File: config.mk
export PLATFORM = sky130hd
export DESIGN_NAME = pjd_ctrl
export DESIGN_NICKNAME = d
export VERILOG_FILES = /design/src/rtl/pjd_pkg.sv /design/src/rtl/pjd_ctrl.sv
export SDC_FILE = /design/constraint.sdc
export NUM_CORES = 1
export LEC_CHECK = 0
export BUFFER_PORTS_ARGS = -buffer_cell sky130_fd_sc_hd__buf_2
export CORE_ASPECT_RATIO = 1.25
export CORE_UTILIZATION = 35
export CTS_BUF_LIST = sky130_fd_sc_hd__clkbuf_2 sky130_fd_sc_hd__clkbuf_4 sky130_fd_sc_hd__clkbuf_8
export CTS_CLUSTER_DIAMETER = 120
export CTS_CLUSTER_SIZE = 40
export DETAILED_ROUTE_END_ITERATION = 7
export PLACE_DENSITY_LB_ADDON = 0.12
export SYNTH_ARGS = -nofsm -noshare
export SYNTH_HDL_FRONTEND = slang
export SYNTH_SLANG_ARGS = --single-unit
File: constraint.sdc
create_clock -name clk -period 4.77 [get_ports clk]
set_clock_uncertainty 0.15 [all_clocks]
set_input_delay 0.954 -clock clk [delete_from_list [all_inputs] [get_ports clk]]
set_output_delay 0.954 -clock clk [all_outputs]
set_load 0.02 [all_outputs]
File: src/rtl/pjd_pkg.sv
// Package for the priority job dispatcher: sizes, codes, beat and storage types.
package pjd_pkg;

  localparam int JOB_SLOTS   = 128;
  localparam int WORKERS     = 5;
  localparam int MAX_RESULTS = 5;

  localparam int IDX_W  = $clog2(JOB_SLOTS);
  localparam int CNT_W  = $clog2(JOB_SLOTS + 1);
  localparam int WIDX_W = (WORKERS > 1) ? $clog2(WORKERS) : 1;
  localparam int WID_W  = $clog2(WORKERS + 1);
  localparam int RES_W  = $clog2(MAX_RESULTS + 1);
  localparam int TIME_W = 11;

  typedef enum logic [1:0] {
    CMD_ADD    = 2'd0,
    CMD_ASSIGN = 2'd1,
    CMD_TICK   = 2'd2
  } cmd_t;

  typedef enum logic [2:0] {
    KIND_ADDED     = 3'd0,
    KIND_ASSIGNED  = 3'd1,
    KIND_COMPLETED = 3'd2,
    KIND_REJECTED  = 3'd3,
    KIND_NONE      = 3'd4
  } kind_t;

  typedef enum logic [2:0] {
    ST_IDLE,
    ST_DECODE,
    ST_ADD_CMP,
    ST_ADD_INS,
    ST_ASG,
    ST_TICK,
    ST_FIN
  } state_t;

  typedef struct packed {
    logic [1:0]  command;
    logic [15:0] customer_id;
    logic [9:0]  prep_time;
    logic [9:0]  distance;
    logic [7:0]  priority_req;
  } in_beat_t;

  typedef struct packed {
    logic [2:0]        kind;
    logic [7:0]        order_id;
    logic [15:0]       customer_id_res;
    logic [2:0]        worker_id;
    logic [TIME_W-1:0] total_time;
    logic              last;
  } out_beat_t;

  typedef struct packed {
    logic [CNT_W-1:0]  id;
    logic [15:0]       cust;
    logic [TIME_W-1:0] work;
    logic [7:0]        prio;
    logic              waiting;
  } job_t;

  typedef struct packed {
    logic              busy;
    logic [CNT_W-1:0]  id;
    logic [15:0]       cust;
    logic [TIME_W-1:0] work;
    logic [TIME_W-1:0] remain;
  } worker_t;

  typedef struct packed {
    logic      valid;
    out_beat_t beat;
  } push_t;

endpackage

File: src/rtl/pjd_ctrl.sv
// Command sequencer: table insertion walk, assign walk, worker tick walk and result staging.
module pjd_ctrl (
  input  logic                      clk,
  input  logic                      rst_n,
  input  logic                      in_valid,
  output logic                      in_stall,
  input  pjd_pkg::in_beat_t         in_data,
  input  logic                      out_free,
  output pjd_pkg::push_t            push,
  output logic                      wr_en,
  output logic [pjd_pkg::IDX_W-1:0] wr_addr,
  output pjd_pkg::job_t             wr_data,
  output logic [pjd_pkg::IDX_W-1:0] rd_addr,
  input  pjd_pkg::job_t             rd_data
);

  pjd_pkg::state_t                  state_r, state_nxt;
  pjd_pkg::in_beat_t                item_r, item_nxt;
  logic [pjd_pkg::CNT_W-1:0]        count_r, count_nxt;
  logic [pjd_pkg::IDX_W-1:0]        pos_r, pos_nxt;
  logic [pjd_pkg::RES_W-1:0]        n_r, n_nxt;
  logic [pjd_pkg::WIDX_W-1:0]       w_r, w_nxt;
  logic                             pend_valid_r, pend_valid_nxt;
  pjd_pkg::out_beat_t               pend_r, pend_nxt;
  pjd_pkg::worker_t                 wrk_r [pjd_pkg::WORKERS];
  pjd_pkg::worker_t                 wrk_nxt [pjd_pkg::WORKERS];

  pjd_pkg::job_t                    new_job;
  logic                             idle_found;
  logic [pjd_pkg::WIDX_W-1:0]       idle_idx;
  pjd_pkg::worker_t                 cur;
  logic                             last_step;

  // The job being added, built from the held item.
  always_comb begin
    new_job.id      = count_r + pjd_pkg::CNT_W'(1);
    new_job.cust    = item_r.customer_id;
    new_job.work    = pjd_pkg::TIME_W'(item_r.prep_time) + pjd_pkg::TIME_W'(item_r.distance);
    new_job.prio    = item_r.priority_req;
    new_job.waiting = 1'b1;
  end

  // Lowest-numbered idle worker.
  always_comb begin
    idle_found = 1'b0;
    idle_idx   = '0;
    for (int w = pjd_pkg::WORKERS - 1; w >= 0; w--) begin
      if (!wrk_r[w].busy) begin
        idle_found = 1'b1;
        idle_idx   = pjd_pkg::WIDX_W'(w);
      end
    end
  end

  assign cur = wrk_r[w_r];

  always_ff @(posedge clk) begin
    if (!rst_n) begin
      state_r      <= pjd_pkg::ST_IDLE;
      count_r      <= '0;
      pend_valid_r <= 1'b0;
      n_r          <= '0;
      for (int w = 0; w < pjd_pkg::WORKERS; w++) begin
        wrk_r[w] <= '0;
      end
    end else begin
      state_r      <= state_nxt;
      count_r      <= count_nxt;
      pend_valid_r <= pend_valid_nxt;
      n_r          <= n_nxt;
      for (int w = 0; w < pjd_pkg::WORKERS; w++) begin
        wrk_r[w] <= wrk_nxt[w];
      end
    end
  end

  always_ff @(posedge clk) begin
    item_r <= item_nxt;
    pos_r  <= pos_nxt;
    w_r    <= w_nxt;
    pend_r <= pend_nxt;
  end

  always_comb begin
    state_nxt      = state_r;
    item_nxt       = item_r;
    count_nxt      = count_r;
    pos_nxt        = pos_r;
    n_nxt          = n_r;
    w_nxt          = w_r;
    pend_valid_nxt = pend_valid_r;
    pend_nxt       = pend_r;
    for (int w = 0; w < pjd_pkg::WORKERS; w++) begin
      wrk_nxt[w] = wrk_r[w];
    end
    wr_en     = 1'b0;
    wr_addr   = pos_r;
    wr_data   = new_job;
    rd_addr   = pos_r;
    push      = '0;
    in_stall  = 1'b1;
    last_step = 1'b0;

    case (state_r)
      pjd_pkg::ST_IDLE: begin
        in_stall = 1'b0;
        if (in_valid) begin
          item_nxt       = in_data;
          pend_valid_nxt = 1'b0;
          n_nxt          = '0;
          state_nxt      = pjd_pkg::ST_DECODE;
        end
      end

      pjd_pkg::ST_DECODE: begin
        case (item_r.command)
          pjd_pkg::CMD_ADD: begin
            if (count_r == pjd_pkg::CNT_W'(pjd_pkg::JOB_SLOTS)) begin
              pend_valid_nxt = 1'b1;
              pend_nxt       = '0;
              pend_nxt.kind  = pjd_pkg::KIND_REJECTED;
              state_nxt      = pjd_pkg::ST_FIN;
            end else if (count_r == '0) begin
              pos_nxt   = '0;
              state_nxt = pjd_pkg::ST_ADD_INS;
            end else begin
              pos_nxt   = pjd_pkg::IDX_W'(count_r);
              rd_addr   = pjd_pkg::IDX_W'(count_r - pjd_pkg::CNT_W'(1));
              state_nxt = pjd_pkg::ST_ADD_CMP;
            end
          end
          pjd_pkg::CMD_ASSIGN: begin
            pos_nxt = '0;
            rd_addr = '0;
            if (count_r == '0) begin
              state_nxt = pjd_pkg::ST_FIN;
            end else begin
              state_nxt = pjd_pkg::ST_ASG;
            end
          end
          pjd_pkg::CMD_TICK: begin
            w_nxt     = '0;
            state_nxt = pjd_pkg::ST_TICK;
          end
          default: begin
            state_nxt = pjd_pkg::ST_FIN;
          end
        endcase
      end

      // rd_data holds the entry just above the insertion point.
      pjd_pkg::ST_ADD_CMP: begin
        wr_en = 1'b1;
        if (rd_data.prio < item_r.priority_req) begin
          wr_data = rd_data;
          pos_nxt = pos_r - pjd_pkg::IDX_W'(1);
          if (pos_r == pjd_pkg::IDX_W'(1)) begin
            state_nxt = pjd_pkg::ST_ADD_INS;
          end else begin
            rd_addr = pos_r - pjd_pkg::IDX_W'(2);
          end
        end else begin
          count_nxt         = count_r + pjd_pkg::CNT_W'(1);
          pend_valid_nxt    = 1'b1;
          pend_nxt          = '0;
          pend_nxt.kind     = pjd_pkg::KIND_ADDED;
          pend_nxt.order_id = 8'(new_job.id);
          state_nxt         = pjd_pkg::ST_FIN;
        end
      end

      pjd_pkg::ST_ADD_INS: begin
        wr_en             = 1'b1;
        count_nxt         = count_r + pjd_pkg::CNT_W'(1);
        pend_valid_nxt    = 1'b1;
        pend_nxt          = '0;
        pend_nxt.kind     = pjd_pkg::KIND_ADDED;
        pend_nxt.order_id = 8'(new_job.id);
        state_nxt         = pjd_pkg::ST_FIN;
      end

      // rd_data holds table entry pos_r.
      pjd_pkg::ST_ASG: begin
        if (rd_data.waiting && idle_found && pend_valid_r && !out_free) begin
          rd_addr = pos_r;
        end else begin
          if (rd_data.waiting && idle_found) begin
            if (pend_valid_r) begin
              push.valid = 1'b1;
              push.beat  = pend_r;
            end
            pend_valid_nxt           = 1'b1;
            pend_nxt                 = '0;
            pend_nxt.kind            = pjd_pkg::KIND_ASSIGNED;
            pend_nxt.order_id        = 8'(rd_data.id);
            pend_nxt.worker_id       = 3'(pjd_pkg::WID_W'(idle_idx) + pjd_pkg::WID_W'(1));
            pend_nxt.total_time      = rd_data.work;
            wrk_nxt[idle_idx].busy   = 1'b1;
            wrk_nxt[idle_idx].id     = rd_data.id;
            wrk_nxt[idle_idx].cust   = rd_data.cust;
            wrk_nxt[idle_idx].work   = rd_data.work;
            wrk_nxt[idle_idx].remain = rd_data.work;
            wr_en                    = 1'b1;
            wr_data                  = rd_data;
            wr_data.waiting          = 1'b0;
            n_nxt                    = n_r + pjd_pkg::RES_W'(1);
          end
          if (n_nxt == pjd_pkg::RES_W'(pjd_pkg::MAX_RESULTS) ||
              pjd_pkg::CNT_W'(pos_r) + pjd_pkg::CNT_W'(1) == count_r) begin
            state_nxt = pjd_pkg::ST_FIN;
          end else begin
            pos_nxt = pos_r + pjd_pkg::IDX_W'(1);
            rd_addr = pos_r + pjd_pkg::IDX_W'(1);
          end
        end
      end

      pjd_pkg::ST_TICK: begin
        last_step = (w_r == pjd_pkg::WIDX_W'(pjd_pkg::WORKERS - 1));
        if (cur.busy && cur.remain <= pjd_pkg::TIME_W'(1) &&
            n_r < pjd_pkg::RES_W'(pjd_pkg::MAX_RESULTS) && pend_valid_r && !out_free) begin
          last_step = 1'b0;
        end else begin
          if (cur.busy) begin
            if (cur.remain > pjd_pkg::TIME_W'(1)) begin
              wrk_nxt[w_r].remain = cur.remain - pjd_pkg::TIME_W'(1);
            end else if (n_r >= pjd_pkg::RES_W'(pjd_pkg::MAX_RESULTS)) begin
              wrk_nxt[w_r].remain = '0;
            end else begin
              if (pend_valid_r) begin
                push.valid = 1'b1;
                push.beat  = pend_r;
              end
              pend_valid_nxt           = 1'b1;
              pend_nxt                 = '0;
              pend_nxt.kind            = pjd_pkg::KIND_COMPLETED;
              pend_nxt.order_id        = 8'(cur.id);
              pend_nxt.customer_id_res = cur.cust;
              pend_nxt.worker_id       = 3'(pjd_pkg::WID_W'(w_r) + pjd_pkg::WID_W'(1));
              pend_nxt.total_time      = cur.work;
              wrk_nxt[w_r]             = '0;
              n_nxt                    = n_r + pjd_pkg::RES_W'(1);
            end
          end
          if (last_step) begin
            state_nxt = pjd_pkg::ST_FIN;
          end else begin
            w_nxt = w_r + pjd_pkg::WIDX_W'(1);
          end
        end
      end

      pjd_pkg::ST_FIN: begin
        if (out_free) begin
          push.valid = 1'b1;
          if (pend_valid_r) begin
            push.beat = pend_r;
          end else begin
            push.beat      = '0;
            push.beat.kind = pjd_pkg::KIND_NONE;
          end
          push.beat.last = 1'b1;
          pend_valid_nxt = 1'b0;
          state_nxt      = pjd_pkg::ST_IDLE;
        end
      end

      default: begin
        state_nxt = pjd_pkg::ST_IDLE;
      end
    endcase
  end

  a_push_free: assert property (@(posedge clk) disable iff (!rst_n)
    push.valid |-> out_free) else $error("result pushed into a full output register");

  a_count_range: assert property (@(posedge clk) disable iff (!rst_n)
    count_r <= pjd_pkg::CNT_W'(pjd_pkg::JOB_SLOTS)) else $error("job count beyond table");

  a_result_room: assert property (@(posedge clk) disable iff (!rst_n)
    n_r <= pjd_pkg::RES_W'(pjd_pkg::MAX_RESULTS)) else $error("too many results for one command");

  a_early_last: assert property (@(posedge clk) disable iff (!rst_n)
    (push.valid && !push.beat.last) |->
      (state_r == pjd_pkg::ST_ASG || state_r == pjd_pkg::ST_TICK))
    else $error("non-final result outside a walk");

endmodule

==> results.md, run 1 <==
* 1st-iter DRT viols at 1348
* Primary FF master, synth: dfxtp_1
* Yosys reg bits at 349
* Final min period at 4619 ps
* # fillers at 4959
* CP peak stage delay at 560 ps
* Syn_area_per_cell at 10.24 um^2
* Largest net degree at the start of global routing at 49
* Syn nets at 1850
* Least-Margin Pin Slew at 1170 ps
* I/O Buffers at 196
* Post-CTS Hold Fix Bufs at 0
* CP Cell Sequence: buf_8 -> mux4_2 -> mux2i_1 -> buf_4 -> a21o_1 -> o31ai_4 -> o21a_2 -> buf_12 -> and2_1 -> buf_2
* Buffers and inverters on the worst path at 4
* Critical Path Fanout Max at 36
* Total power at 9.392 mW
* Largest family of logic cells by synthesized area: compound AO/OA/AOI/OAI gates
* CTS tree: done
* Clock sink total at 349
* IO Count at 197
* Clock transition at path regs at 250 ps
* Core ar. at 49410 um^2
* Num rows at 91
* H-Tree Depth at 1
* Share of post-route cells with drive strength above 1 at 20.94%
* Post-synthesis adder-cell area fraction at 2.890%
* Register share of total power at 40.2%
* Slowest cell on the critical path: dfxtp_4
* Global route overflow at 0
* Clock root cell: clkbuf_8
* Final Max Tran Viols at 0
* Post-DR wirelength/cell at 25.00 um
* Pleak at 7.438 nW
* Yosys top cell area share at 28.82%
* Storage cell area at 7955 um^2
* Startpoint types: register
* Finished Layout Cells at 2507
* Final net count at 1981
* Worst setup EP type: output pin
* Final GP Congestion at 0.9008
* Fmax at 0.2165 GHz
* Cell taking the most area after synthesis: dfxtp_1
* DIE AREA at 51130 um^2
* Post-Syn Area at 17580 um^2
* Multi-input gate area at 8919 um^2
* Peak supply drop at 0.0003154 V
* Netlist cell types at 86
* Cells after DPL at 2476
* Worst skew pair latency at 650 ps
* Via density at 5.921
* Crit path DAT at 3510 ps
* Starting Density at 35.57%
* Final Util at 39.86%
* Drt pass-1 iters at 5
* Final WL at 62.68 mm
* Critical path depth in cells at 10
* Seq/Total Area, Yosys at 45.22%
* Dominant cells by area after synthesis: dfxtp_1, edfxtp_1, a22o_1
* Reg2reg path depth at 11
* Hold_sp: in_data[6]
* WP data required at 3670 ps
* Outcome: completed
* Max-slew headroom at 21.64%
* Comb power frac at 46.0%
* Pwr per Cell Area at 476.8 nW/um^2
* Die Span X at 202.4 um
* Hold depth at 1
* Setup Crit Path Kind: reg2out
* Via count at 14843
* Switching power share of the total at 43.65%
* Unrepaired setup endpoints after global routing: no
* CP top delay family: buffers and inverters
* Maxcap violations at 0
* Post-Synth XOR/XNOR Area at 2.591%
* Worst Hold Class: in2reg
* Final TNS setup at 0 ps
* Switching power at 4.100 mW
* Yosys warning count at 0
* Simple-gate portion of the synthesized area at 13.40%
* Die H at 252.6 um
* CTS max path bufs at 3
* Inserted Clock Buffers at 13
* Int Power at 5.292 mW
* Finish-stage setup viols at 0
* Number of remaining DRC errors at 0
* Antenna Nets Post-Route at 0
* Period utilisation layout at 96.83%
* Post-synth ARST share at 0%
* Initial antenna violation count at 7
* GRT Util Overall at 24.00%
* EDFF count, synth at 96
* Hold Vio Cnt, Final at 0
* Vias in the first global route at 14497
* P&R area growth vs syn at 12.05%
* Compound-Gate Fraction of Synth Area at 23.95%
* Clock power share at 13.8%
* Mux contribution to synthesized area at 7.382%
* Dpl hpwl at 42.85 mm
* Cells after synthesis at 1716
* First-pass GRT wire length at 93.76 mm
[kinds of logic (layout without fill, tap and decap cells)]
kind of cell	count (synthesis)	after routing
xor gates and xnor gates	52	52
AOI/OAI and AO/OA	538	538
other	0	3
buffers and inverters	183	320
muxes	77	77
adders and majority gates	40	40
DFF	349	349
and+or+nand+nor	477	477
[flip-flops by register name, summed over array words and instances, names as in the netlist, named ones only]
signal and flops:
pend_valid_r 1, w_r 3, item_r 46, n_r 3, pend_r 40, state_r 3, wr_addr 7, count_r 8
wrk_r 235
[cell usage in the layout, fill, tap and decap left out, drive strengths merged, types with 25 or more instances in the layout]
cell,netlist,layout
buf,59,264
dfxtp,253,253
a22o,182,182
nand2,171,171
edfxtp,96,96
a21oi,86,86
nor2,73,73
nand3,67,67
o21ai,50,50
and2,47,47
o2bb2ai,46,46
mux4,41,41
ha,39,39
inv,33,35
xnor2,32,32
a32oi,28,28
nor3,26,26
mux2i,25,25
[power by group through the flow]
stage          logic [mW]  clock network (mW)  registers [mW]
3_5_place_dp         4.24                   0            3.85
3_3_place_gp         4.22                   0            3.85
6_report             4.32                1.30            3.77
2_1_floorplan        2.79                   0            3.75
5_1_grt              4.64                1.44            3.82
4_1_cts              4.30                1.35            3.77
[metal layers]
layer  wire length [um]  GRT usage, %  part of all wire [%]  up-vias
li1                   -             -                     -     6749
met1              26730         31.20                    43     7453
met2              30400         40.97                    49      543
met3               3268         2.334                   5.2       90
met4               2237         9.151                   3.6        8
met5                 42             0                 0.067        -
[cell type report]
cell class	count	area share, %
Tap cell	651	4.136
Clock inverter	4	0.3367
Multi-Input combinational cell	1184	45.28
Timing Repair Buffer	264	8.087
Sequential cell	349	40.39
Clock buffer	17	1.061
Inverter	35	0.6670
Antenna cell	3	0.03812
[timing repair]
| action | CTS | global route |
|---|---|---|
| gates resized for setup | 8 | 13 |
| setup buffers | 5 | 2 |
| pin swaps | 0 | 2 |
| setup endpoints to repair | 40 | 45 |
[Yosys cell counts (all sizes together) (15+ instances only)]
master	instances
a21oi	86
a22o	182
a311oi	15
a32oi	28
and2	47
buf	59
clkbuf	89
dfxtp	253
edfxtp	96
ha	39
inv	33
mux2i	25
mux4	41
nand2	171
nand2b	16
nand3	67
nor2	73
nor3	26
o21ai	50
o2bb2ai	46
xnor2	32
xor2	20
[through the flow]
stage | area (um^2) | hold slack [ps] | worst slack [ps]
6_report | 19700 | 302.4 | 151.3
5_1_grt | 19690 | 261.4 | 5.299
4_1_cts | 19620 | 265.0 | 16.85
3_5_place_dp | 19260 | 293.5 | 199.5
3_3_place_gp | 19260 | 291.0 | 246.5
2_1_floorplan | 17580 | 275.3 | 285.1
[final timing paths]
path	endpoint	slack, ps
setup / recovery	push[30]	150
hold / removal	item_r[6]	300
setup reg to reg	wrk_r[4][39]	600
hold reg to reg	wrk_r[0][7]	340
(Power assumes the default switching activity.)
==> run 2: changes to the inputs <==
- BUFFER_PORTS_ARGS: -buffer_cell sky130_fd_sc_hd__buf_2 -> not set
- CELL_PAD_IN_SITES_DETAIL_PLACEMENT: not set -> 2
- CELL_PAD_IN_SITES_GLOBAL_PLACEMENT: not set -> 2
- DONT_BUFFER_PORTS: not set -> 1
==> run 2 against run 1 <==
Total power is 2.4% higher. Clock-buffer cell count is 2 lower. Worst setup slack better by 29 ps. Fmax is 0.63% higher. Non-clock buffer count is 146 lower. Register-to-register slack better by 100 ps. Flip-flop and latch count stayed put. Global-route usage is 2.2 points higher. Hold slack worse by 72 ps. Final area is 2.4% lower. Via count is 2.7% lower. First-iteration DRC count is 41% lower.
==> results.md, run 2 (synthesized netlist as in run 1, its figures left out) <==
* Final worst setup slack at 180.1 ps (was 151.3 ps)
* H-Tree Depth at 1 (unchanged)
* Largest net degree at the start of global routing at 52 (was 49)
* WP data required at 3670 ps (about the same)
* Period utilisation layout at 96.22% (was 96.83%)
* Via count at 14437 (was 14843)
* Global route overflow at 0 (unchanged)
* Worst Hold Class: in2reg (unchanged)
* Pwr per Cell Area at 500.0 nW/um^2 (was 476.8 nW/um^2)
* Startpoint types: register (unchanged)
* DIE AREA at 51130 um^2 (unchanged)
* Hold Vio Cnt, Final at 0 (unchanged)
* Final Util at 38.91% (was 39.86%)
* Core ar. at 49410 um^2 (unchanged)
* Starting Density at 35.57% (unchanged)
* Final Max Tran Viols at 0 (unchanged)
* CTS tree: done (unchanged)
* I/O Buffers at 0 (was 196)
* Clock sink total at 349 (unchanged)
* Die Span X at 202.4 um (unchanged)
* Final WL at 68.46 mm (was 62.68 mm)
* 1st-iter DRT viols at 794 (was 1348)
* Die H at 252.6 um (unchanged)
* Final net count at 1835 (was 1981)
* Post-DR wirelength/cell at 29.02 um (was 25.00 um)
* Post-CTS Hold Fix Bufs at 0 (unchanged)
* Max FFs per register at 235 (unchanged)
* IO Count at 197 (unchanged)
* Largest regs: wrk_r x235, item_r x46, pend_r x40 (unchanged)
* Clock root cell: clkbuf_8 (unchanged)
* Most frequent cells in the layout: dfxtp_1, a22o_1, nand2_1 (was dfxtp_1, buf_2, a22o_1)
* Final min period at 4590 ps (was 4619 ps)
* P&R area growth vs syn at 9.389% (was 12.05%)
* DP Area at 18710 um^2 (was 19260 um^2)
* Inserted Clock Buffers at 13 (unchanged)
* Final instance area at 19230 um^2 (was 19700 um^2)
* Maxcap violations at 0 (unchanged)
* Finish-stage setup viols at 0 (unchanged)
* Largest reg by FF count: wrk_r (unchanged)
* Num rows at 91 (unchanged)
* Initial antenna violation count at 4 (was 7)
* Least-Margin Pin Slew at 1246 ps (was 1170 ps)
* CTS max path bufs at 3 (unchanged)
* Final GP Congestion at 0.8601 (was 0.9008)
* Share of post-route cells with drive strength above 1 at 16.76% (was 20.94%)
* Drt pass-1 iters at 5 (unchanged)
* Setup Crit Path Kind: reg2out (unchanged)
* WHS at 230.0 ps (was 302.4 ps)
* Number of remaining DRC errors at 0 (unchanged)
* Max-slew headroom at 16.60% (was 21.64%)
* Worst skew pair latency at 640 ps (was 650 ps)
* Peak supply drop at 0.0002531 V (was 0.0003154 V)
* Pleak at 6.886 nW (was 7.438 nW)
* Vias in the first global route at 15380 (was 14497)
* Fmax at 0.2179 GHz (was 0.2165 GHz)
* Post-Place Worst Slack at -69.01 ps (was 199.5 ps)
* Worst setup EP type: output pin (unchanged)
* GRT Util Overall at 26.21% (was 24.00%)
* Commonest non-fill, non-tap cell in the layout: dfxtp_1 (unchanged)
* Via density at 6.120 (was 5.921)
* Crit path DAT at 3490 ps (was 3510 ps)
* Critical Path Fanout Max at 21 (was 36)
* Clock transition at path regs at 240 ps (was 250 ps)
* Dpl hpwl at 48.10 mm (was 42.85 mm)
* Outcome: completed (unchanged)
* Antenna Nets Post-Route at 0 (unchanged)
* Hold_sp: in_data[0] (was in_data[6])
* First-pass GRT wire length at 101.7 mm (was 93.76 mm)
-- run 2: power by group --
group          internal (mW)  switching, mW
registers               3.54          0.251
clock network          0.353          0.993
logic                   1.52           2.96
-- run 2: worst paths after layout --
path	endpoint	slack [ps]	cells after the start
max	push[28]	180	8
min	item_r[0]	230	0
max reg2reg	wrk_r[1][26]	700	14
min reg2reg	wrk_r[4][5]	340	1
-- run 2: layout make-up --
cell class              count  area, um^2
clock buffers              15       193.9
well taps                 651       814.5
repair buffers            118        1017
fillers                  5300       30190
diodes                      2       5.005
inverters                  35       131.4
flip-flops and latches    349        7956
clock inverters             5       88.84
multi-input cells        1184        9020
-- run 2: critical path: stages (launching register included) --
cell and delay, ps:
dfxtp_4 500, mux4_2 510, mux2_2 330, a211oi_2 380, nand4_4 180, o31ai_4 290, o21a_1 210, buf_8 200
and2_2 240
-- run 2: repair_timing --
item                       CTS  global route
setup endpoints to repair   88            66
cloned                       0             0
resized for setup           42            20
setup buffers                2             8
pin swaps                    0             5
-- run 2: layer usage --
layer / global-route usage, % / routed length [um] / vias up
met1: 32.35 / 28790 / 7587
met4: 7.261 / 1692 / 2
met3: 3.081 / 2848 / 69
met5: 0 / 13 / -
met2: 47.69 / 35120 / 335
li1: - / - / 6444
-- run 2: through the flow --
step	power, mW	TNS, ps	std cells
2_1_floorplan	6.540	0	1716
3_5_place_dp	8.277	-182.3	2328
6_report	9.614	0	2359
3_3_place_gp	8.179	-338.3	2328
4_1_cts	9.660	0	2350
5_1_grt	10.08	-2.512	2359
==> run 3: changes to the inputs <==
- CTS_CLUSTER_SIZE: 40 -> not set
- MAX_ROUTING_LAYER: not set -> met4
==> run 3 against run 2 <==
Clock power increased by 140%. Sequential share of layout area decreased by 2.3 points. Total power increased by 19%. Largest cell class unchanged. Via count increased by 2.7%. Flip-flop and latch count unchanged. Global-route usage increased by 1.6 points. Highest routed layer is now met4. First-iteration DRC count increased by 1.4%. Fmax decreased by 1.0%. Worst setup slack got worse by 46 ps. Routed wire length increased by 2.5%. Critical path type unchanged. Final cell count increased by 3.9%. Final area increased by 5.8%.
==> results.md, run 3 (synthesized netlist as in run 1, its figures left out) <==
* Number of remaining DRC errors at 0 (unchanged)
* First-pass GRT wire length at 104.1 mm (was 101.7 mm)
* WP data required at 3670 ps (about the same)
* Unrepaired setup endpoints after global routing: no
* Antenna Nets Post-Route at 0 (unchanged)
* Switching power share of the total at 40.00% (was 43.69%)
* Final worst setup slack at 134.0 ps (was 180.1 ps)
* P&R area growth vs syn at 15.70% (was 9.389%)
* Final Max Tran Viols at 0 (unchanged)
* Via count at 14827 (was 14437)
* Final WL at 70.16 mm (was 68.46 mm)
* Comb power frac at 39.0% (was 46.5%)
* Largest reg by FF count: wrk_r (unchanged)
* CTS tree: done (unchanged)
* Hold Vio Cnt, Final at 0 (unchanged)
* Max FFs per register at 235 (unchanged)
* Inserted Clock Buffers at 60 (was 13)
* Pwr per Cell Area at 564.1 nW/um^2 (was 500.0 nW/um^2)
* Die H at 252.6 um (unchanged)
* Peak supply drop at 0.0002477 V (was 0.0002531 V)
* 1st-iter DRT viols at 805 (was 794)
* Period utilisation layout at 97.19% (was 96.22%)
* Finished Layout Cells at 2450 (was 2359)
* Finish-stage setup viols at 0 (unchanged)
* Critical Path Fanout Max at 21 (unchanged)
* Largest net degree at the start of global routing at 52 (unchanged)
* Register share of total power at 33.2% (was 39.5%)
* Drt pass-1 iters at 5 (unchanged)
* Core ar. at 49410 um^2 (unchanged)
* Fmax at 0.2157 GHz (was 0.2179 GHz)
* Final net count at 1878 (was 1835)
* Initial antenna violation count at 3 (was 4)
* Crit path DAT at 3530 ps (was 3490 ps)
* H-Tree Depth at 2 (was 1)
* Pleak at 7.471 nW (was 6.886 nW)
* IO Count at 197 (unchanged)
* Startpoint types: register (unchanged)
* DP Area at 18710 um^2 (unchanged)
* Die Span X at 202.4 um (unchanged)
* Final TNS setup at 0 ps (unchanged)
* # fillers at 5261 (was 5300)
* Setup Crit Path Kind: reg2out (unchanged)
* Final instance area at 20340 um^2 (was 19230 um^2)
* Num rows at 91 (unchanged)
* I/O Buffers at 0 (unchanged)
* Post-DR wirelength/cell at 28.64 um (was 29.02 um)
* CTS max path bufs at 3 (unchanged)
* Commonest non-fill, non-tap cell in the layout: dfxtp_1 (unchanged)
* Post-Place Worst Slack at -69.01 ps (unchanged)
* Final GP Congestion at 0.8752 (was 0.8601)
* Share of post-route cells with drive strength above 1 at 20.71% (was 16.76%)
* Worst Hold Class: in2reg (unchanged)
* Post-CTS Hold Fix Bufs at 0 (unchanged)
* Maxcap violations at 0 (unchanged)
* Max-slew headroom at 13.93% (was 16.60%)
* Vias in the first global route at 15961 (was 15380)
* Cells after DPL at 2328 (unchanged)
* Hold_sp: in_data[2] (was in_data[0])
* Starting Density at 35.57% (unchanged)
* DIE AREA at 51130 um^2 (unchanged)
* Largest regs: wrk_r x235, item_r x46, pend_r x40 (unchanged)
* Final Util at 41.15% (was 38.91%)
* Switching power at 4.589 mW (was 4.200 mW)
* Clock power share at 27.9% (was 14.0%)
* Global route overflow at 0 (unchanged)
* Final min period at 4636 ps (was 4590 ps)
* Least-Margin Pin Slew at 1285 ps (was 1246 ps)
* Clock root cell: clkbuf_8 (unchanged)
* Most frequent cells in the layout: dfxtp_1, a22o_1, nand2_1 (unchanged)
* Via density at 6.052 (was 6.120)
* Outcome: completed (unchanged)
* Worst skew pair latency at 690 ps (was 640 ps)
* Clock transition at path regs at 60 ps (was 240 ps)
* Int Power at 6.883 mW (was 5.413 mW)
* Clock sink total at 349 (unchanged)
* Worst setup EP type: output pin (unchanged)
* Dpl hpwl at 48.10 mm (unchanged)
* GRT Util Overall at 27.81% (was 26.21%)
-- run 3: area by class of cell --
type                            count  area, um^2  share of cell area, %
Multi-Input combinational cell   1184        9034                  44.42
Clock buffer                       91        1159                  5.697
Clock inverter                     23       249.0                  1.224
Tap cell                          651       814.5                  4.005
Inverter                           35       132.6                 0.6522
Sequential cell                   349        7956                  39.12
Timing Repair Buffer              114       983.4                  4.836
Antenna cell                        3       7.507                0.03692
-- run 3: stage by stage --
stage	hold WS [ps]	power, mW
detailed placement	295.7	8.277
finish	213.6	11.47
global placement	294.7	8.179
floorplan	275.3	6.540
global route	170.0	11.99
CTS	171.7	11.54
-- run 3: power groups by stage --
stage          logic (mW)  registers, mW  clock network, mW
2_1_floorplan        2.79           3.75                  0
3_3_place_gp         4.33           3.85                  0
3_5_place_dp         4.42           3.86                  0
4_1_cts              4.47           3.80               3.27
5_1_grt              4.77           3.84               3.39
6_report             4.47           3.80               3.20
-- run 3: worst max-delay path, stage by stage, from the launching register on --
cell	delay [ps]
dfxtp_4	470
buf_4	240
mux4_2	530
mux2_2	330
nor3_4	180
nand4_4	160
o31ai_4	290
o21a_1	210
buf_8	200
and2_2	240
-- run 3: final timing paths --
kind                                      to  slack (ps)  depth (start not counted)
worst min-delay path               item_r[2]         210                          0
worst min register to register   wrk_r[3][0]         320                          1
worst max register to register  wrk_r[1][11]         710                         14
worst max-delay path                push[28]         130                          9
-- run 3: metal layers --
layer	routed length (um)	vias up	global-route usage, %
li1	-	6572	-
met1	29120	7734	32.43
met2	35440	407	48.12
met5	0	-	-
met3	3358	114	4.564
met4	2239	0	9.710
-- run 3: repair_timing --
action / in CTS / in global routing
setup buffers: 2 / 4
gates resized for setup: 31 / 31
pin swaps: 0 / 4
setup endpoints to repair: 87 / 53
